--- src/sv/vlia_pkg.sv ---
// ----------------------------------------------------------------------------
// vlia_pkg: shared types and constants of the vector lane integer ALU
// Opcode names, input/output transaction structs and the front/back record.
// ----------------------------------------------------------------------------
package vlia_pkg;

  localparam int unsigned WaveLanes = 64;
  localparam int unsigned QDepth    = 2;
  localparam int unsigned QIdxW     = 1;

  typedef enum logic [5:0] {
    OP_ADD_I16 = 6'd0, OP_ADD_I32 = 6'd1, OP_ADD3_U32 = 6'd2, OP_ADD_LSHL = 6'd3,
    OP_ALIGNBIT = 6'd4, OP_ALIGNBYTE = 6'd5, OP_AND_OR = 6'd6, OP_ASHR_I64 = 6'd7,
    OP_ASHRREV_I64 = 6'd8, OP_BCNT = 6'd9, OP_BFE_I32 = 6'd10, OP_BFE_U32 = 6'd11,
    OP_BFI = 6'd12, OP_BFM = 6'd13, OP_CVT_PK_I16 = 6'd14, OP_CVT_PK_U16 = 6'd15,
    OP_LERP_U8 = 6'd16, OP_LSHL_ADD = 6'd17, OP_LSHL_B64 = 6'd18, OP_LSHL_OR = 6'd19,
    OP_LSHLREV_B64 = 6'd20, OP_LSHR_B64 = 6'd21, OP_LSHRREV_B64 = 6'd22,
    OP_MAD_I16 = 6'd23, OP_MAD_I32_I16 = 6'd24, OP_MAD_I32_I24 = 6'd25,
    OP_MAD_LEG_I16 = 6'd26, OP_MAD_LEG_U16 = 6'd27, OP_MAD_U16 = 6'd28,
    OP_MAD_U32_U16 = 6'd29, OP_MAD_U32_U24 = 6'd30,
    OP_MAX3_I16 = 6'd31, OP_MAX3_I32 = 6'd32, OP_MAX3_U16 = 6'd33, OP_MAX3_U32 = 6'd34,
    OP_MBCNT_HI = 6'd35, OP_MBCNT_LO = 6'd36,
    OP_MED3_I16 = 6'd37, OP_MED3_I32 = 6'd38, OP_MED3_U16 = 6'd39, OP_MED3_U32 = 6'd40,
    OP_MIN3_I16 = 6'd41, OP_MIN3_I32 = 6'd42, OP_MIN3_U16 = 6'd43, OP_MIN3_U32 = 6'd44,
    OP_MSAD_U8 = 6'd45, OP_MUL_HI_I32 = 6'd46, OP_MUL_HI_U32 = 6'd47,
    OP_MUL_LO_I32 = 6'd48, OP_OR3 = 6'd49, OP_PACK_B32 = 6'd50, OP_PERM = 6'd51,
    OP_SAD_HI_U8 = 6'd52, OP_SAD_U16 = 6'd53, OP_SAD_U32 = 6'd54, OP_SAD_U8 = 6'd55,
    OP_SUB_I16 = 6'd56, OP_SUB_I32 = 6'd57, OP_XAD_U32 = 6'd58, OP_MUL_LO_U32 = 6'd59,
    OP_ADDC_CO = 6'd60, OP_RSV61 = 6'd61, OP_RSV62 = 6'd62, OP_RSV63 = 6'd63
  } opcode_e;

  localparam logic [5:0] OpLastValid = 6'd60;

  typedef struct packed {
    logic [5:0]  cmd;
    logic [63:0] src_a;
    logic [63:0] src_b;
    logic [63:0] src_c;
    logic [5:0]  lane_number;
    logic        lane_active;
  } in_item_t;

  typedef struct packed {
    logic [63:0] dest_value;
    logic        carry_out;
    logic        carry_valid;
    logic        write_enable;
    logic        unsupported;
  } out_item_t;

  // Decoded instruction handed from front to back
  typedef struct packed {
    opcode_e     op;
    logic [63:0] src_a;
    logic [63:0] src_b;
    logic [63:0] src_c;
    logic [63:0] below;
    logic        wr_en;
    logic        unsup;
  } dec_item_t;

endpackage

--- src/sv/vlia_front.sv ---
// ----------------------------------------------------------------------------
// vlia_front: instruction intake and decode
// Classifies the opcode, computes the lane mask and registers the decoded op.
// ----------------------------------------------------------------------------
module vlia_front import vlia_pkg::*; (
  input  logic      clk_i,
  input  logic      rst_ni,
  input  logic      in_valid,
  output logic      in_stall,
  input  in_item_t  in_data,
  output logic      dec_valid_o,
  input  logic      dec_stall_i,
  output dec_item_t dec_data_o
);

  logic      valid_q;
  dec_item_t data_q, data_d;
  logic [6:0] lane_n;

  assign in_stall = valid_q && dec_stall_i;

  // Classify the incoming transaction
  always_comb begin
    lane_n = (7'(in_data.lane_number) < 7'(WaveLanes)) ? 7'(in_data.lane_number)
                                                        : 7'(WaveLanes);
    data_d.op    = opcode_e'(in_data.cmd);
    data_d.src_a = in_data.src_a;
    data_d.src_b = in_data.src_b;
    data_d.src_c = in_data.src_c;
    data_d.below = lane_n[6] ? '1 : ((64'd1 << lane_n[5:0]) - 64'd1);
    data_d.unsup = in_data.cmd > OpLastValid;
    data_d.wr_en = in_data.lane_active && !data_d.unsup;
  end

  // Advance the decode register
  always_ff @(posedge clk_i or negedge rst_ni) begin
    if (!rst_ni) begin
      valid_q <= 1'b0;
    end else if (!in_stall) begin
      valid_q <= in_valid;
    end
  end

  always_ff @(posedge clk_i) begin
    if (!in_stall && in_valid) begin
      data_q <= data_d;
    end
  end

  assign dec_valid_o = valid_q;
  assign dec_data_o  = data_q;

endmodule

--- config.mk ---
export PLATFORM = sky130hd
export DESIGN_NAME = vlia_front
export DESIGN_NICKNAME = d
export VERILOG_FILES = /design/src/sv/vlia_pkg.sv /design/src/sv/vlia_front.sv
export SDC_FILE = /design/constraint.sdc
export NUM_CORES = 1
export LEC_CHECK = 0
export BUFFER_PORTS_ARGS = -buffer_cell sky130_fd_sc_hd__buf_4
export CORE_AREA = 2 2 186 188
export DETAILED_ROUTE_END_ITERATION = 10
export DIE_AREA = 0 0 188 190
export PLACE_DENSITY = 0.59
export SETUP_SLACK_MARGIN = 0.05
export SLEW_MARGIN = 10
export SYNTH_ARGS = -nofsm -noshare
export SYNTH_HDL_FRONTEND = slang
export SYNTH_SLANG_ARGS = --single-unit
--- constraint.sdc ---
create_clock -name clk_i -period 37.3 [get_ports clk_i]
set_input_delay 5.595 -clock clk_i [delete_from_list [all_inputs] [get_ports clk_i]]
set_output_delay 5.595 -clock clk_i [all_outputs]
set_load 0.01 [all_outputs]
==> results of run 1 <==
==> flip-flops by register name, summed over array words and instances (netlist names) <==
register,cells
dec_valid_o,1
dec_data_o,264
==> worst max-delay path, cell delays in order <==
cell and delay [ns]:
buf_4 0.10, and2_1 0.17, buf_4 0.16
==> logic make-up (layout without fill, tap and decap cells) <==
kind of cell    count (synthesis)  count (layout)
mux                             2               2
compound gates                 69              69
flops                         265             265
buf+inv                        30             540
xor+xnor                        6               6
simple gates                  105             105
fa+ha+maj                       1               1
other cells                     1               4
==> report_power, final <==
group / leakage (nW) / internal (mW) / total (mW) / switching [mW]
clock network: 0.503 / 0.192 / 0.310 / 0.118
registers: 2.51 / 0.348 / 0.353 / 0.00471
logic: 2.70 / 0.0356 / 0.0707 / 0.0351
total: 5.71 / 0.576 / 0.734 / 0.158
==> metal layers <==
| layer | GRT usage, % | vias up | wire length, microns |
|---|---|---|---|
| met5 | 0 | - | 0 |
| met3 | 5.24 | 32 | 2680 |
| met2 | 27.3 | 315 | 15600 |
| li1 | - | 2825 | - |
| met4 | 5.15 | 0 | 582 |
| met1 | 17.3 | 2955 | 10400 |
==> area by class of cell <==
class,count,share of cell area (%)
repair buffers,477,25.2
clock inverters,21,1.78
well taps,455,3.99
multi-input cells,184,7.52
inverters,7,0.184
flip-flops and latches,265,55.7
clock buffers,35,5.54
diodes,3,0.0526
==> cell usage after synthesis, types with 4 or more instances <==
master / number / share of area (%)
clkbuf_1: 12 / 0.49
o31ai_1: 4 / 0.33
and2_1: 5 / 0.34
nand3_1: 7 / 0.38
nor2b_1: 9 / 0.61
nand2b_1: 6 / 0.41
or3_1: 4 / 0.27
nor2_1: 25 / 1.0
edfxtp_1: 264 / 87
nor3_1: 6 / 0.33
a21oi_1: 12 / 0.66
inv_1: 6 / 0.25
o21a_1: 4 / 0.33
xnor2_1: 5 / 0.48
buf_2: 6 / 0.33
o22ai_1: 4 / 0.27
o21ai_0: 22 / 1.2
nand2_1: 27 / 1.1
o211ai_1: 4 / 0.33
==> metrics by stage <==
step | hold slack, ns | worst slack (ns) | util (%) | total power [mW]
5_1_grt | 0.746 | 25.66 | 42.0 | 0.760
4_1_cts | 0.724 | 25.68 | 42.0 | 0.744
6_report | 0.718 | 25.68 | 42.0 | 0.734
2_1_floorplan | 0.730 | 18.99 | - | 0.389
3_5_place_dp | 0.702 | 25.68 | 38.9 | 0.431
3_3_place_gp | 0.685 | 25.68 | 38.9 | 0.430
==> worst paths after layout <==
path	startpoint	slack, ns	to
setup / recovery	dec_stall_i	25.68	in_stall
hold / removal	dec_valid_o	0.72	dec_valid_o
setup reg to reg	dec_valid_o	34.37	dec_data_o[223]
hold reg to reg	dec_valid_o	0.72	dec_valid_o
max in group asynchronous	rst_ni	32.42	dec_valid_o
min in group asynchronous	rst_ni	4.80	dec_valid_o
==> reports/metrics.yaml, run 1 <==
run_status:
  outcome: "finished clean"
floorplanning:
  core-area_sq_mm: 0.0339
  rows: 68
  die_w_microns: 188
  io_pins: 475
  start_util_pct: 27.0
  dieHeight_microns: 190
  dieArea_sq_mm: 0.0357
logic_synthesis:
  async_flop_share_pct: 0.377
  synth_adder_area_share_pct: 0.137
  ys_types: 52
  synth_top_family_by_area: "simple AND/OR/NAND/NOR gates"
  synth_area_sq_mm: 0.00916
  synthXorXnorAreaFrac_pct: 0.573
  synth_edf_count: 264
  avgSynthCellArea_sq_um: 19.1
  synthSimpleGateAreaFrac_pct: 5.82
  muxShareOfSynthArea_pct: 0.232
  ys.flop_type: "edfxtp_1"
  ys_ff_latch: 265
  synth_compound_area_share_pct: 4.82
  syn_nets: 689
  syn_inst: 479
  seq_area_frac_synth_pct: 86.8
  yosysWarningCount: 0
detailed_routing:
  dr.pass1.iters: 5
  ant_nets: 0
  drt_iter0_drc: 459
  drt-wirelength-per-cell_microns: 20.2
  drc: 0
  wirelength_microns: 29300
  vias: 6127
  via_per_inst: 4.23
cts:
  clkLatencyLatePin_ns: 0.55
  cts_tree: "yes"
  postCtsSetupBuffers: 0
  cts_resized: 0
  htreeDepth: 1
  clk_pin_slew_worst_paths_ns: 0.06
  hold_buffers: 0
  cts_buffer_depth: 3
  cts_buffers: 30
  root_buffer: "clkbuf_16"
  clock_sinks: 265
placed_design:
  place_congestion: 0.812
  place_inst: 1388
  io_buffer_count: 474
  dpl_cell_area_sq_mm: 0.0132
  dp_hpwl_microns: 22200
worst_setup_path:
  worstPathMaxFanout: 3
  cp-end-kind: "output port"
  cp.required_ns: 31.70
  cp-start-kind: "input port"
  worstSetupPathType: "input port to output port"
  reg2regPathDepth: 4
  arrival_ns: 6.03
grt:
  grt_use_total_pct: 15.4
  grt_max_degree: 178
  grt_pass1_vias: 6082
  grt_remaining_overflow: 0
  antenna_found_initial: 3
  grt_pass1_wl_microns: 40400
min_path:
  hold_depth: 2
  hp-class: "flip-flop to flip-flop"
power:
  leakage_nw: 5.71
  irDropWorstVdd_uv: 30.8
  power_density_mw_per_mm2: 51.4
timing:
  setup_tns_ns: 0
  drv_slew: 0
  final-hold-violation-count: 0
  min_period_ns: 11.62
  worst_pin_slew_ns: 1.14
  clock_skew_ns: 0.0104
  grt_setup_unrepaired: "false"
  fmax_mhz: 86.0
  min_period_over_period_pct: 31.2
  relSlewSlack_pct: 23.9
  setup_viol: 0
layout:
  stdcell_count: 1447
  multiInputGateArea_sq_mm: 0.00107
  mostFrequentLayoutCell: "buf_4"
  nFillCells: 3174
  syn_to_final_growth_pct: 55.7
  final_nets: 1175
  final_area_sq_mm: 0.0143
  ff_latch_area_sq_mm: 0.00795
  mostFrequentLayoutCells: "476 x buf_4, 264 x edfxtp_1, 31 x clkbuf_16"
  drive_gt1_share_pct: 54.1
flow_run:
  maxCapViolCount: 0
(Power assumes the default switching activity.)
==> run 2, diff against run 1 <==
--- a/config.mk
+++ b/config.mk
@@ -9,7 +9,7 @@
 export CORE_AREA = 2 2 186 188
 export DETAILED_ROUTE_END_ITERATION = 10
 export DIE_AREA = 0 0 188 190
-export PLACE_DENSITY = 0.59
+export PLACE_DENSITY = 0.61
 export SETUP_SLACK_MARGIN = 0.05
 export SLEW_MARGIN = 10
 export SYNTH_ARGS = -nofsm -noshare
==> constraint.sdc (replaced) <==
create_clock -name clk_i -period 9.8 [get_ports clk_i]
set_input_delay 1.47 -clock clk_i [delete_from_list [all_inputs] [get_ports clk_i]]
set_output_delay 1.47 -clock clk_i [all_outputs]
set_load 0.01 [all_outputs]
==> run 2 against run 1 <==
Compared with the run above:
- clock skew is 0.0016 ns lower
- die area stayed put
- wire length is 1.5% higher
- largest cell class unchanged
- highest routed layer unchanged
==> reports/metrics.yaml, run 2 (synthesis gave the netlist of run 1 again) <==
detailed_routing:
  wirelength_microns: 29700  # was 29,300 microns
  drt-wirelength-per-cell_microns: 20.5  # was 20.2 microns
  drc: 0  # unchanged
  ant_nets: 0  # unchanged
  dr.pass1.iters: 5  # unchanged
  vias: 6201  # was 6,127
  via_per_inst: 4.28  # was 4.23
  drt_iter0_drc: 486  # was 459
grt:
  grt_pass1_vias: 6205  # was 6,082
  grt_max_degree: 153  # was 178
  antenna_found_initial: 6  # was 3
  grt_remaining_overflow: 0  # unchanged
  grt_pass1_wl_microns: 41200  # was 40,400 microns
  grt_use_total_pct: 15.6  # was 15.4%
cts:
  clk_pin_slew_worst_paths_ns: 0.06  # about the same
  cts_resized: 0  # unchanged
  clock_sinks: 265  # unchanged
  cts_buffers: 30  # unchanged
  cts_tree: "yes"  # unchanged
  clkLatencyLatePin_ns: 0.54  # was 0.55 ns
  cts_buffer_depth: 3  # unchanged
  root_buffer: "clkbuf_16"  # unchanged
  htreeDepth: 1  # unchanged
  postCtsSetupBuffers: 0  # unchanged
  hold_buffers: 0  # unchanged
timing:
  drv_slew: 0  # unchanged
  whs_ns: 0.699  # was 0.718 ns
  final-hold-violation-count: 0  # unchanged
  min_period_over_period_pct: 37.5
  worst_pin_slew_ns: 1.05  # was 1.14 ns
  setup_ws_ns: 6.13  # was 25.68 ns
  clock_skew_ns: 0.00884  # was 0.0104 ns
  setup_tns_ns: 0  # unchanged
  grt_setup_unrepaired: "false"  # unchanged
  fmax_mhz: 272
  min_period_ns: 3.67
  setup_viol: 0  # unchanged
  relSlewSlack_pct: 29.9  # was 23.9%
floorplanning:
  rows: 68  # unchanged
  die_w_microns: 188  # unchanged
  start_util_pct: 27.0  # unchanged
  dieArea_sq_mm: 0.0357  # unchanged
  core-area_sq_mm: 0.0339  # unchanged
  io_pins: 475  # unchanged
  dieHeight_microns: 190  # unchanged
layout:
  drive_gt1_share_pct: 54.5  # was 54.1%
  mostFrequentLayoutCells: "476 x buf_4, 264 x edfxtp_1, 31 x clkbuf_16"  # unchanged
  syn_to_final_growth_pct: 55.2  # was 55.7%
  mostFrequentLayoutCell: "buf_4"  # unchanged
  stdcell_count: 1449  # was 1,447
  largest_register_ffs: 264  # unchanged
  final_nets: 1175  # unchanged
power:
  internal-power_mw: 2.14  # was 0.576 mW
  irDropWorstVdd_uv: 148  # was 30.8 uV
  power_frac_comb_pct: 9.9  # was 9.6%
  power_density_mw_per_mm2: 192  # was 51.4 mW/mm^2
  leakage_nw: 5.70  # was 5.71 nW
  pwr-share-clk_pct: 40.9  # was 42.3%
  swShare_pct: 21.7  # was 21.5%
  switching_power_mw: 0.594  # was 0.158 mW
  power_mw: 2.73  # was 0.734 mW
  power_frac_seq_pct: 49.2  # was 48.1%
worst_setup_path:
  arrival_ns: 4.04  # was 6.03 ns
  cp.required_ns: 10.17  # was 31.70 ns
  cp-start-kind: "input port"  # unchanged
  worstSetupPathType: "input port to flip-flop"  # was input port to output port
  cp-end-kind: "flip-flop"  # was output port
  worstPathMaxFanout: 37  # was 3
placed_design:
  dp_hpwl_microns: 22700  # was 22,200 microns
  place_congestion: 0.876  # was 0.812
  dpl_worst_slack_ns: 5.65  # was 25.68 ns
  io_buffer_count: 474  # unchanged
  place_inst: 1388  # unchanged
flow_run:
  maxCapViolCount: 0  # unchanged
run_status:
  outcome: "finished clean"  # unchanged
min_path:
  hp-class: "input port to asynchronous set/reset pin"  # was flip-flop to flip-flop
==> run 2: cell count changes in the layout (fill, tap and decap cells not counted), sizes merged <==
cell      before  now
clkinv        12   17
clkbuf        35   33
clkinvlp       3    1
diode          3    6
bufinv         6    4
==> run 2: area by class of cell <==
type	count	area, sq um
inverters	7	26.3
clock buffers	33	783
repair buffers	477	3590
fillers	3166	19700
flip-flops and latches	265	7950
multi-input cells	184	1070
diodes	6	15.0
well taps	455	569
clock inverters	22	210
==> run 2: worst max-delay path: stages <==
cell	delay [ns]
buf_4	0.22
nor2_2	0.39
inv_2	0.12
nor2_1	0.25
nand3_1	0.15
ha_1	0.35
buf_4	0.27
or3_1	0.42
o22a_1	0.21
o22ai_1	0.16
==> run 2: per-layer routing <==
layer	wire length [microns]	track usage, %
met1	11200	18.5
met2	15400	27.3
met3	2630	4.85
met4	474	4.18
met5	0	0
==> run 2: final timing paths <==
check / from / end / slack [ns] / depth (start not counted)
setup / recovery: in_data[6] / dec_data_o[46] / 6.13 / 10
max in group asynchronous: rst_ni / dec_valid_o / 9.02 / 1
min in group clk_i: dec_valid_o / dec_valid_o / 0.72 / 2
setup reg to reg: dec_valid_o / dec_data_o[92] / 7.04 / 3
hold reg to reg: dec_valid_o / dec_valid_o / 0.72 / 2
hold / removal: rst_ni / dec_valid_o / 0.70 / 1
==> run 2: power by group through the flow <==
stage / clock network (mW) / logic, mW / registers [mW]
6_report: 1.12 / 0.270 / 1.34
5_1_grt: 1.19 / 0.289 / 1.35
4_1_cts: 1.15 / 0.273 / 1.35
3_5_place_dp: 0 / 0.272 / 1.37
3_3_place_gp: 0 / 0.270 / 1.37
2_1_floorplan: 0 / 0.0571 / 1.41
==> run 2: stage by stage <==
step                area (sq um)  util (%)
global route               14200      41.9
CTS                        14200      41.9
finish                     14200      41.9
detailed placement         13200      38.9
floorplan                   9170         -
global placement           13200      38.9
