==> src/sv/vlia_pkg.sv <==
// ----------------------------------------------------------------------------
// vlia_pkg: shared types and constants of the vector lane integer ALU
// Opcode names, input/output transaction structs and the front/back record.
// ----------------------------------------------------------------------------
package vlia_pkg;

  localparam int unsigned WaveLanes = 64;
  localparam int unsigned QDepth    = 2;
  localparam int unsigned QIdxW     = 1;

  typedef enum logic [5:0] {
    OP_ADD_I16 = 6'd0, OP_ADD_I32 = 6'd1, OP_ADD3_U32 = 6'd2, OP_ADD_LSHL = 6'd3,
    OP_ALIGNBIT = 6'd4, OP_ALIGNBYTE = 6'd5, OP_AND_OR = 6'd6, OP_ASHR_I64 = 6'd7,
    OP_ASHRREV_I64 = 6'd8, OP_BCNT = 6'd9, OP_BFE_I32 = 6'd10, OP_BFE_U32 = 6'd11,
    OP_BFI = 6'd12, OP_BFM = 6'd13, OP_CVT_PK_I16 = 6'd14, OP_CVT_PK_U16 = 6'd15,
    OP_LERP_U8 = 6'd16, OP_LSHL_ADD = 6'd17, OP_LSHL_B64 = 6'd18, OP_LSHL_OR = 6'd19,
    OP_LSHLREV_B64 = 6'd20, OP_LSHR_B64 = 6'd21, OP_LSHRREV_B64 = 6'd22,
    OP_MAD_I16 = 6'd23, OP_MAD_I32_I16 = 6'd24, OP_MAD_I32_I24 = 6'd25,
    OP_MAD_LEG_I16 = 6'd26, OP_MAD_LEG_U16 = 6'd27, OP_MAD_U16 = 6'd28,
    OP_MAD_U32_U16 = 6'd29, OP_MAD_U32_U24 = 6'd30,
    OP_MAX3_I16 = 6'd31, OP_MAX3_I32 = 6'd32, OP_MAX3_U16 = 6'd33, OP_MAX3_U32 = 6'd34,
    OP_MBCNT_HI = 6'd35, OP_MBCNT_LO = 6'd36,
    OP_MED3_I16 = 6'd37, OP_MED3_I32 = 6'd38, OP_MED3_U16 = 6'd39, OP_MED3_U32 = 6'd40,
    OP_MIN3_I16 = 6'd41, OP_MIN3_I32 = 6'd42, OP_MIN3_U16 = 6'd43, OP_MIN3_U32 = 6'd44,
    OP_MSAD_U8 = 6'd45, OP_MUL_HI_I32 = 6'd46, OP_MUL_HI_U32 = 6'd47,
    OP_MUL_LO_I32 = 6'd48, OP_OR3 = 6'd49, OP_PACK_B32 = 6'd50, OP_PERM = 6'd51,
    OP_SAD_HI_U8 = 6'd52, OP_SAD_U16 = 6'd53, OP_SAD_U32 = 6'd54, OP_SAD_U8 = 6'd55,
    OP_SUB_I16 = 6'd56, OP_SUB_I32 = 6'd57, OP_XAD_U32 = 6'd58, OP_MUL_LO_U32 = 6'd59,
    OP_ADDC_CO = 6'd60, OP_RSV61 = 6'd61, OP_RSV62 = 6'd62, OP_RSV63 = 6'd63
  } opcode_e;

  localparam logic [5:0] OpLastValid = 6'd60;

  typedef struct packed {
    logic [5:0]  cmd;
    logic [63:0] src_a;
    logic [63:0] src_b;
    logic [63:0] src_c;
    logic [5:0]  lane_number;
    logic        lane_active;
  } in_item_t;

  typedef struct packed {
    logic [63:0] dest_value;
    logic        carry_out;
    logic        carry_valid;
    logic        write_enable;
    logic        unsupported;
  } out_item_t;

  // Decoded instruction handed from front to back
  typedef struct packed {
    opcode_e     op;
    logic [63:0] src_a;
    logic [63:0] src_b;
    logic [63:0] src_c;
    logic [63:0] below;
    logic        wr_en;
    logic        unsup;
  } dec_item_t;

endpackage

==> src/sv/vlia_queue.sv <==
// ----------------------------------------------------------------------------
// vlia_queue: decoupling queue between decode and execute
// Small FIFO of decoded transactions; stall is driven by fullness only.
// ----------------------------------------------------------------------------
module vlia_queue import vlia_pkg::*; (
  input  logic      clk_i,
  input  logic      rst_ni,
  input  logic      wr_valid_i,
  output logic      wr_stall_o,
  input  dec_item_t wr_data_i,
  output logic      rd_valid_o,
  input  logic      rd_stall_i,
  output dec_item_t rd_data_o
);

  dec_item_t        mem_q [QDepth];
  logic [QIdxW-1:0] wp_q, rp_q;
  logic [QIdxW:0]   cnt_q;
  logic             push, pop;

  assign wr_stall_o = cnt_q == (QIdxW+1)'(QDepth);
  assign rd_valid_o = cnt_q != '0;
  assign push       = wr_valid_i && !wr_stall_o;
  assign pop        = rd_valid_o && !rd_stall_i;
  assign rd_data_o  = mem_q[rp_q];

  // Track pointers and fill level
  always_ff @(posedge clk_i or negedge rst_ni) begin
    if (!rst_ni) begin
      wp_q  <= '0;
      rp_q  <= '0;
      cnt_q <= '0;
    end else begin
      if (push) wp_q <= wp_q + 1'b1;
      if (pop)  rp_q <= rp_q + 1'b1;
      cnt_q <= cnt_q + (QIdxW+1)'(push) - (QIdxW+1)'(pop);
    end
  end

  always_ff @(posedge clk_i) begin
    if (push) mem_q[wp_q] <= wr_data_i;
  end

endmodule

==> config.mk <==
export PLATFORM = sky130hd
export DESIGN_NAME = vlia_queue
export DESIGN_NICKNAME = d
export VERILOG_FILES = /design/src/sv/vlia_pkg.sv /design/src/sv/vlia_queue.sv
export SDC_FILE = /design/constraint.sdc
export NUM_CORES = 1
export LEC_CHECK = 0
export BUFFER_PORTS_ARGS = -buffer_cell sky130_fd_sc_hd__clkbuf_2
export CORE_AREA = 5 5 206 208
export CTS_BUF_LIST = sky130_fd_sc_hd__clkbuf_8
export DETAILED_ROUTE_END_ITERATION = 10
export DIE_AREA = 0 0 211 213
export GPL_TIMING_DRIVEN = 0
export PLACE_DENSITY = 0.74
export SLEW_MARGIN = 10
export SYNTH_ARGS = -nofsm -noshare
export SYNTH_HDL_FRONTEND = slang
export SYNTH_SLANG_ARGS = --single-unit
==> constraint.sdc <==
create_clock -name clk_i -period 19.2 [get_ports clk_i]
set_clock_uncertainty 0.15 [all_clocks]
set_input_delay 1.92 -clock clk_i [delete_from_list [all_inputs] [get_ports clk_i]]
set_output_delay 1.92 -clock clk_i [all_outputs]
set_load 0.03 [all_outputs]
==> impl_metrics.ini, run 1 <==
[run_status]
status = complete, no violations

[pwr]
total_power_mw = 4.07
p_per_area_nw_per_um2 = 166
p_leak_nw = 9.43
peakVddDrop_mv = 0.110

[logic_synthesis]
yosysSeqAreaShare_pct = 82.5
syn-instance-count = 839
synth.top_cell.area_share_pct = 81.9
ys_ff_latch = 532
syn-num-nets = 1109
syn-cell-area_um2 = 19300
synth_largest_area_cell = edfxtp_1
synthDistinctLibCells = 15
yosysWarnings = 0
avgSynthCellArea_um2 = 23.1
synth.area.top_cells = edfxtp_1 82%, mux2_2 15%, buf_6 1.6%

[setup_path]
cpMaxStageDelayCell = dfrtp_1
critPathLaunchType = flip-flop
cpMostUsedCell = buf_6
cp_max_fo = 10
arrival_ns = 2.08
critPathTopFamily = buffers and inverters
critPathCaptureType = primary output
path_class = flip-flop to primary output
max_stage_delay_ns = 0.43
cp.buffers_inverters = 3
crit_chain = buf_6 -> buf_6 -> mux2_2 -> clkbuf_2
crit_required_ns = 17.13

[final_layout]
fin_nets = 1742
fillers = 2922
drive_gt1_share_pct = 61.3
final_util_pct = 60.6
fin_area_um2 = 24500
syn2layout_area_growth_pct = 26.5
final_cells = 2062

[routing]
drt_iter0_markers = 492
via_count = 10200
drc = 0
via_per_inst = 4.97
wl_per_cell_um = 21.3
drt-total-wl_um = 44000
ant_nets = 0
drt-pass1-iter-count = 6

[placed_design]
portBuffers = 533
place_area_um2 = 23000
gp_congestion = 0.801
dp.cells = 1919
post-dp-hpwl_um = 32600

[sta]
setup_violations = 0
max_slew_margin_pct = 55.4
period_share_pct = 21.6
finalHoldViolCount = 0
slew_viol_final = 0
holdWs_ns = 0.349
fmax_mhz = 241
period_needed_ns = 4.15
rsz0062_at_grt = no
tightest_slew_ns = 0.669

[clocking]
cts_num_sinks = 532
htreeDepth = 3
clkTransAtPathRegs_ns = 0.06
ctsHoldBuffers = 0
cts_tree = yes
cts_made_buffers = 83
cts_resized = 0
ctsLongestPathBuffers = 3
cts_setup_buffers = 0
insertion_delay_ns = 0.58
root_buffer = clkbuf_8

[die]
rows = 74
io_pins = 534
die_y_um = 213
die_area_um2 = 44900
die_w_um = 211
start_util_pct = 47.9
core_area_um2 = 40400

[flow_run]
maxCapViolCount = 0

[grt]
grt_pass1_vias = 11200
grt_start_max_net_pins = 59
antenna_found_initial = 6
grt.total_usage_pct = 19.1
grt_overflow_total = 0
grt_pass1_wl_um = 64700

[min_path]
hp-class = flip-flop to flip-flop
## synth_stat cells
| master | count |
|---|---|
| xor2_1 | 1 |
| edfxtp_1 | 528 |
| nand2_1 | 1 |
| buf_6 | 28 |
| nand2b_1 | 1 |
| buf_2 | 1 |
| inv_1 | 2 |
| ha_1 | 2 |
| or2_2 | 1 |
| nor2b_1 | 1 |
| xnor2_1 | 3 |
| dfrtp_1 | 4 |
| mux2_2 | 264 |
| nor2_1 | 1 |
| and3_1 | 1 |
## flip-flops by register name, summed over array words and instances (netlist names)
name   flops
mem_q    528
cnt_q      2
rp_q       1
wp_q       1
## logic make-up after synthesis
kind of cell             after synthesis  share of synthesized area (%)
XOR/XNOR                               4                          0.181
adder cells (fa/ha/maj)                2                          0.129
buffers and inverters                 31                           1.69
flip-flops                           532                           82.5
multiplexers                         264                           15.4
AND/OR/NAND/NOR                        6                          0.168
## power by group
part / leakage, nW / switching [mW] / internal [mW]
Combinational: 3.62 / 1.06 / 0.551
Clock: 0.856 / 0.401 / 0.426
Sequential: 4.95 / 0.0527 / 1.58
Total: 9.43 / 1.51 / 2.56
## per-stage QoR
step                      setup slack, ns  setup TNS (ns)
after global routing                14.92               0
after detailed placement            15.16               0
final                               15.05               0
after floorplan                      5.21               0
after global placement             -0.902         -229.30
after CTS                           14.93               0
## worst paths after layout
check	startpoint	end	slack, ns	cells past startpoint
setup / recovery	rp_q$_DFFE_PN0P_	rd_data_o[56]	15.05	4
hold / removal	cnt_q[1]$_DFF_PN0_	cnt_q[1]$_DFF_PN0_	0.35	1
setup reg to reg	cnt_q[1]$_DFF_PN0_	mem_q[1][129]$_DFFE_PP_	16.67	5
hold reg to reg	cnt_q[1]$_DFF_PN0_	cnt_q[1]$_DFF_PN0_	0.35	1
max in group asynchronous	rst_ni	wp_q$_DFFE_PN0P_	17.79	1
min in group asynchronous	rst_ni	cnt_q[1]$_DFF_PN0_	0.98	1
## worst register-to-register path, stage by stage (launching register included)
cell	delay, ns
dfrtp_1	0.40
nand2b_1	0.12
and3_4	0.64
buf_12	0.31
buf_12	0.26
buf_16	0.29
## cell type report
type	instances	area [um2]	share of cell area, %
inverters	2	7.51	0.0307
repair buffers	548	3010	12.3
clock buffers	86	1180	4.84
flip-flops and latches	532	16000	65.2
multi-input cells	276	3080	12.6
clock inverters	56	256	1.05
diodes	1	2.50	0.0102
well taps	532	666	2.72
plain buffers	29	320	1.31
## cell usage in the layout (no fill, tap or decap), drive strengths merged
cell type	instances
xor2	1
buf	44
mux2	264
inv	35
nand2b	1
nor2b	1
edfxtp	528
bufinv	1
nand2	1
or2	1
nor2	1
dfrtp	4
and3	1
ha	2
clkinv	22
clkbuf	619
xnor2	3
diode	1
## layer usage
metal  wire [um]  vias to the layer above  global-route usage [%]  part of all wire [%]
met3        4430                       85                    7.86                    10
met5          75                        -                       0                  0.17
li1            -                     4631                       -                     -
met2       23000                      437                    33.7                    52
met1       15300                     5085                    20.7                    35
met4        1190                       10                    7.27                   2.7
Power figures use the tool's default switching activity.
==> run 2: changes to the inputs <==
--- a/config.mk
+++ b/config.mk
@@ -5,13 +5,15 @@
 export SDC_FILE = /design/constraint.sdc
 export NUM_CORES = 1
 export LEC_CHECK = 0
+export ABC_AREA = 1
 export BUFFER_PORTS_ARGS = -buffer_cell sky130_fd_sc_hd__clkbuf_2
-export CORE_AREA = 5 5 206 208
+export CORE_ASPECT_RATIO = 1.75
+export CORE_MARGIN = 5
+export CORE_UTILIZATION = 49
 export CTS_BUF_LIST = sky130_fd_sc_hd__clkbuf_8
 export DETAILED_ROUTE_END_ITERATION = 10
-export DIE_AREA = 0 0 211 213
 export GPL_TIMING_DRIVEN = 0
-export PLACE_DENSITY = 0.74
+export PLACE_DENSITY = 0.78
 export SLEW_MARGIN = 10
 export SYNTH_ARGS = -nofsm -noshare
 export SYNTH_HDL_FRONTEND = slang
==> constraint.sdc (replaced) <==
create_clock -name clk_i -period 3.6 [get_ports clk_i]
set_clock_uncertainty 0.15 [all_clocks]
set_input_delay 0.36 -clock clk_i [delete_from_list [all_inputs] [get_ports clk_i]]
set_output_delay 0.36 -clock clk_i [all_outputs]
set_load 0.03 [all_outputs]
==> run 2 against run 1 <==
- sequential share of layout area down 6.7 points
- hold slack worse by 0.025 ns
- routed wire length up 35%
- critical endpoint is now rd_data_o[171]
==> impl_metrics.ini, run 2 <==
[placed_design]
portBuffers = 533
place_area_um2 = 23200
gp_congestion = 0.815
place_ws_ns = 1.00
post-dp-hpwl_um = 37500

[final_layout]
drive_gt1_share_pct = 30.1
layout_commonest_cell = nand2_1
fin_area_um2 = 27300
fin_nets = 2579
final_util_pct = 69.5
syn2layout_area_growth_pct = 39.7
largestRegisters = mem_q x528, cnt_q x2
layout_common_cells = 803 x nand2_1, 533 x clkbuf_2, 528 x edfxtp_1, 268 x dlygate4sd3_1, 76 x clkbuf_8
largest_register = mem_q
largest_register_ffs = 528

[clocking]
clkTransAtPathRegs_ns = 0.07
ctsLongestPathBuffers = 3
insertion_delay_ns = 0.61
htreeDepth = 3
root_buffer = clkbuf_8
cts_setup_buffers = 0
ctsHoldBuffers = 268
cts_resized = 0
cts_tree = yes
cts_num_sinks = 532
cts_made_buffers = 75

[pwr]
clkPwrFrac_pct = 18.8
p_leak_nw = 12.0
p_per_area_nw_per_um2 = 858
swShare_pct = 43.5
peakVddDrop_mv = 0.657
seq_power_share_pct = 37.5
switchingPower_mw = 10.2
power.internal_mw = 13.2
combPwrFrac_pct = 43.7

[setup_path]
critPathLaunchType = flip-flop
cp_max_fo = 10
critPathCaptureType = primary output
arrival_ns = 2.19
timing.rr.start = cnt_q[0]$_DFF_PN0_
startpoint = rp_q$_DFFE_PN0P_
path_class = flip-flop to primary output
crit_required_ns = 3.09

[sta]
setup_violations = 0
period_needed_ns = 2.70
rsz0062_at_grt = no
period_share_pct = 75.0
tightest_slew_ns = 0.848
slew_viol_final = 0
finalHoldViolCount = 0
fin_ws_ns = 0.901
max_slew_margin_pct = 43.3
fmax_mhz = 371

[logic_synthesis]
synth_largest_area_cell = edfxtp_1
yosys-top-cells-count = 805 x nand2_1, 528 x edfxtp_1, 26 x buf_2, 23 x buf_6
syn-instance-count = 1413
syn-num-nets = 1683
yosysWarnings = 0
syn-cell-area_um2 = 19500
synth.top_cell.area_share_pct = 81.2
avgSynthCellArea_um2 = 13.8
yosysSeqAreaShare_pct = 81.7
synth_edf_count = 528
ys.flop_type = edfxtp_1
synthArstFlopShare_pct = 0.752
synth.area.top_cells = edfxtp_1 81%, nand2_1 15%, buf_6 1.3%
synthDistinctLibCells = 11
post-synth-top-count-cell = nand2_1
ys_ff_latch = 532

[routing]
via_count = 14600
drc = 0
drt-pass1-iter-count = 7
drt_iter0_markers = 925
drt-total-wl_um = 59300
wl_per_cell_um = 20.7
ant_nets = 0
via_per_inst = 5.11

[grt]
grt_overflow_total = 0
grt.total_usage_pct = 26.2
grt_start_max_net_pins = 40
grt_pass1_wl_um = 88100
grt_pass1_vias = 15700
antenna_found_initial = 13

[die]
io_pins = 534
die_w_um = 161
start_util_pct = 49.7
die_area_um2 = 44100
core_area_um2 = 39300
die_y_um = 274
rows = 96

[flow_run]
maxCapViolCount = 0

[min_path]
hold_start = wr_data_i[56]
hp-class = primary input to flip-flop

[run_status]
status = complete, no violations
run 2: cell count changes in the layout (fill, tap and decap cells not counted), moves of 6 or more:
cell           previous run  this run
buf_2                     1        26
buf_4                     0        10
clkbuf_8                 86        76
diode_2                   1        13
dlygate4sd3_1             0       268
inv_1                    34        28
mux2_2                  264         0
nand2_1                   1       803
run 2: logic make-up after synthesis:
family | Yosys count | share of synthesized area [%]
and+or+nand+nor | 809 | 15.6
adders and majority gates | 2 | 0.128
buffers and inverters | 70 | 2.60
DFF | 532 | 81.7
run 2: cell type report:
class	count	area, um2
Sequential cell	532	16000
Fill cell	2387	12000
Timing Repair Buffer	819	5730
Multi-Input combinational cell	811	3080
Clock buffer	76	1050
Tap cell	490	613
Buffer	59	464
Clock inverter	54	314
Inverter	11	47.5
Antenna cell	13	32.5
run 2: worst max-delay path: stages, from the launching register on:
cell      delay [ns]
dfrtp_1         0.34
buf_4           0.17
buf_4           0.22
buf_2           0.27
nand2_1         0.10
nand2_1         0.21
clkbuf_2        0.26
run 2: path summary, 6_finish.rpt:
path,to,slack (ns),cells past startpoint
max in group asynchronous,cnt_q[0]$_DFF_PN0_,2.57,3
hold / removal,mem_q[0][56]$_DFFE_PP_,0.32,2
setup / recovery,rd_data_o[171],0.90,6
setup reg to reg,mem_q[0][142]$_DFFE_PP_,0.97,7
hold reg to reg,wp_q$_DFFE_PN0P_,0.33,2
min in group asynchronous,wp_q$_DFFE_PN0P_,0.54,3
run 2: layer usage:
layer | track usage, % | vias to the layer above | wire length, um
met2 | 49.2 | 867 | 32300
met4 | 14.7 | 2 | 3350
li1 | - | 6590 | -
met1 | 25.3 | 6936 | 18200
met3 | 7.88 | 231 | 5350
met5 | 0 | - | 7
run 2: per-stage QoR:
| stage | power [mW] | cells | setup TNS (ns) | hold WS [ns] |
|---|---|---|---|---|
| global route | 24.5 | 2859 | 0 | 0.281 |
| CTS | 23.2 | 2852 | 0 | 0.259 |
| detailed placement | 18.6 | 2454 | 0 | 0.0410 |
| finish | 23.4 | 2865 | 0 | 0.324 |
| global placement | 18.4 | 2436 | -1836.28 | 0.0396 |
| floorplan | 15.3 | 1413 | -767.90 | -0.0856 |
run 2: power by group through the flow:
stage / clock [mW] / sequential [mW] / combinational, mW
global route: 4.79 / 8.86 / 10.8
CTS: 4.44 / 8.72 / 10.1
finish: 4.41 / 8.77 / 10.2
global placement: 0 / 9.12 / 9.24
detailed placement: 0 / 8.85 / 9.79
floorplan: 0 / 9.01 / 6.26
==> run 3: changes to the inputs <==
--- a/config.mk
+++ b/config.mk
@@ -7,13 +7,12 @@
 export LEC_CHECK = 0
 export ABC_AREA = 1
 export BUFFER_PORTS_ARGS = -buffer_cell sky130_fd_sc_hd__clkbuf_2
-export CORE_ASPECT_RATIO = 1.75
-export CORE_MARGIN = 5
-export CORE_UTILIZATION = 49
+export CORE_AREA = 5 5 202 204
 export CTS_BUF_LIST = sky130_fd_sc_hd__clkbuf_8
 export DETAILED_ROUTE_END_ITERATION = 10
+export DIE_AREA = 0 0 207 209
 export GPL_TIMING_DRIVEN = 0
-export PLACE_DENSITY = 0.78
+export PLACE_DENSITY = 0.77
 export SLEW_MARGIN = 10
 export SYNTH_ARGS = -nofsm -noshare
 export SYNTH_HDL_FRONTEND = slang
==> constraint.sdc (replaced) <==
create_clock -name clk_i -period 2.6 [get_ports clk_i]
set_clock_uncertainty 0.15 [all_clocks]
set_input_delay 0.26 -clock clk_i [delete_from_list [all_inputs] [get_ports clk_i]]
set_output_delay 0.26 -clock clk_i [all_outputs]
set_load 0.03 [all_outputs]
==> run 3 against run 2 <==
- routed wire length decreased by 2.1%
- core utilization increased by 0.83 points
- via count is 0.14% lower
- combinational power up 38%
- first-iteration DRC count rose by 6.4%
- power increased by 40%
==> impl_metrics.ini, run 3 (synthesis gave the netlist of run 2 again) <==
[run_status]
status = complete, no violations

[clocking]
clkTransAtPathRegs_ns = 0.07
insertion_delay_ns = 0.62
cts_made_buffers = 83
cts_num_sinks = 532
htreeDepth = 3
cts_tree = yes
root_buffer = clkbuf_8
ctsLongestPathBuffers = 3

[grt]
grt_start_max_net_pins = 38
grt.total_usage_pct = 26.1
grt_overflow_total = 0
grt_pass1_wl_um = 88200
grt_pass1_vias = 15800
antenna_found_initial = 7

[routing]
drt-total-wl_um = 58000
via_per_inst = 5.01
drt-pass1-iter-count = 6
drt_iter0_markers = 984
via_count = 14600
drc = 0
ant_nets = 0
wl_per_cell_um = 19.9

[setup_path]
arrival_ns = 2.05
cp_num_cells = 6
reg2reg_depth = 6
cp.buffers_inverters = 4
timing.rr.start = cnt_q[1]$_DFF_PN0_
cpMaxStageDelayCell = dfrtp_1
critPathLaunchType = flip-flop
critPathCaptureType = primary output
max_stage_delay_ns = 0.32
cp_max_fo = 10
startpoint = rp_q$_DFFE_PN0P_
critPathTopFamily = buffers and inverters
path_class = flip-flop to primary output
rrSetupSlack_ns = 0.19
r2r_end = mem_q[0][44]$_DFFE_PP_
setup.worst_path.end = rd_data_o[199]
crit_required_ns = 2.19
crit_chain = buf_4 -> buf_4 -> buf_2 -> nand2_1 -> nand2_1 -> clkbuf_2

[min_path]
hold_start = wr_data_i[236]
hp-class = primary input to flip-flop

[pwr]
switchingPower_mw = 14.1
clkPwrFrac_pct = 19.8
seq_power_share_pct = 37.1
p_leak_nw = 12.1
swShare_pct = 43.0
peakVddDrop_mv = 1.05
p_per_area_nw_per_um2 = 1190
combPwrFrac_pct = 43.2
power.internal_mw = 18.7

[final_layout]
final_util_pct = 70.3
syn2layout_area_growth_pct = 40.7
fillers = 2340
layout_commonest_cell = nand2_1
fin_nets = 2591
largest_register_ffs = 528
drive_gt1_share_pct = 30.2
largest_register = mem_q
final_cells = 2913
layout_common_cells = 803 x nand2_1, 533 x clkbuf_2, 528 x edfxtp_1, 268 x dlygate4sd3_1, 87 x clkbuf_8
largestRegisters = mem_q x528, cnt_q x2

[sta]
fin_ws_ns = 0.136
setup_violations = 0
slew_viol_final = 0
period_needed_ns = 2.46
max_slew_margin_pct = 62.7
finalHoldViolCount = 0
period_share_pct = 94.8
rsz0062_at_grt = no
fmax_mhz = 406
tightest_slew_ns = 0.558

[placed_design]
place_ws_ns = 0.147
post-dp-hpwl_um = 35300
gp_congestion = 0.887
portBuffers = 533
dp.cells = 2489

[die]
die_w_um = 207
rows = 73
die_area_um2 = 43300
start_util_pct = 50.0
core_area_um2 = 39100
io_pins = 534
die_y_um = 209

[flow_run]
maxCapViolCount = 0
-- run 3: changes by cell type in the layout (fill, tap and decap cells not counted), sizes merged --
cell	delta
diode	-8
clkinv	+5
clkinvlp	-3
inv	+4
clkbuf	+11
buf	+4
-- run 3: power groups by stage --
stage	clock, mW	sequential (mW)	combinational [mW]
3_5_place_dp	0	12.2	13.5
6_report	6.47	12.1	14.1
5_1_grt	7.05	12.3	15.0
4_1_cts	6.49	12.1	13.9
3_3_place_gp	0	12.1	12.1
2_1_floorplan	0	12.5	8.67
-- run 3: stage by stage --
step | power (mW) | TNS, ns | area (um2) | hold WS (ns)
2_1_floorplan | 21.1 | -1295.90 | 19600 | -0.186
3_3_place_gp | 24.1 | -2395.70 | 22900 | -0.0780
3_5_place_dp | 25.8 | 0 | 23300 | -0.0754
4_1_cts | 32.5 | 0 | 27400 | 0.143
5_1_grt | 34.3 | 0 | 27500 | 0.187
6_report | 32.8 | 0 | 27500 | 0.208
-- run 3: metal layers --
| layer | up-vias | part of all wire (%) | global-route usage [%] |
|---|---|---|---|
| met3 | 192 | 8.9 | 7.43 |
| met5 | - | 0.038 | 0 |
| met2 | 853 | 52 | 46.8 |
| met4 | 4 | 4.8 | 12.2 |
| li1 | 6628 | - | - |
| met1 | 6929 | 34 | 28.8 |
-- run 3: how the worst min path moves through the flow --
stage / endpoint / cells after the start
floorplan: cnt_q[0]$_DFF_PN0_ / 0
global placement: wp_q$_DFFE_PN0P_ / 1
detailed placement: cnt_q[0]$_DFF_PN0_ / 1
CTS: mem_q[1][246]$_DFFE_PP_ / 2
global route: mem_q[0][2]$_DFFE_PP_ / 2
finish: mem_q[1][236]$_DFFE_PP_ / 2
-- run 3: worst register-to-register path: stages, from the launching register on --
cell        delay, ns
dfrtp_1          0.41
nand2_2          0.12
nand3_2          0.11
clkinvlp_4       0.41
buf_12           0.30
buf_12           0.27
buf_12           0.29
-- run 3: cell type report --
type / count / area [um2] / share of cell area (%)
sequential: 532 / 16000 / 58.1
timing repair buffer: 823 / 5770 / 21.0
multi-input combinational: 811 / 3080 / 11.2
clock buffer: 87 / 1200 / 4.36
tap: 525 / 657 / 2.39
buffer: 59 / 464 / 1.69
clock inverter: 60 / 295 / 1.07
inverter: 11 / 47.5 / 0.173
antenna: 5 / 12.5 / 0.0455
-- run 3: what timing repair did --
item / 4_1_cts / 5_1_grt
setup buffers: 0 / 4
setup endpoints to repair: 0 / 25
hold buffers: 268 / 0
gates resized for setup: 0 / 0
hold endpoints to repair: 543 / 0
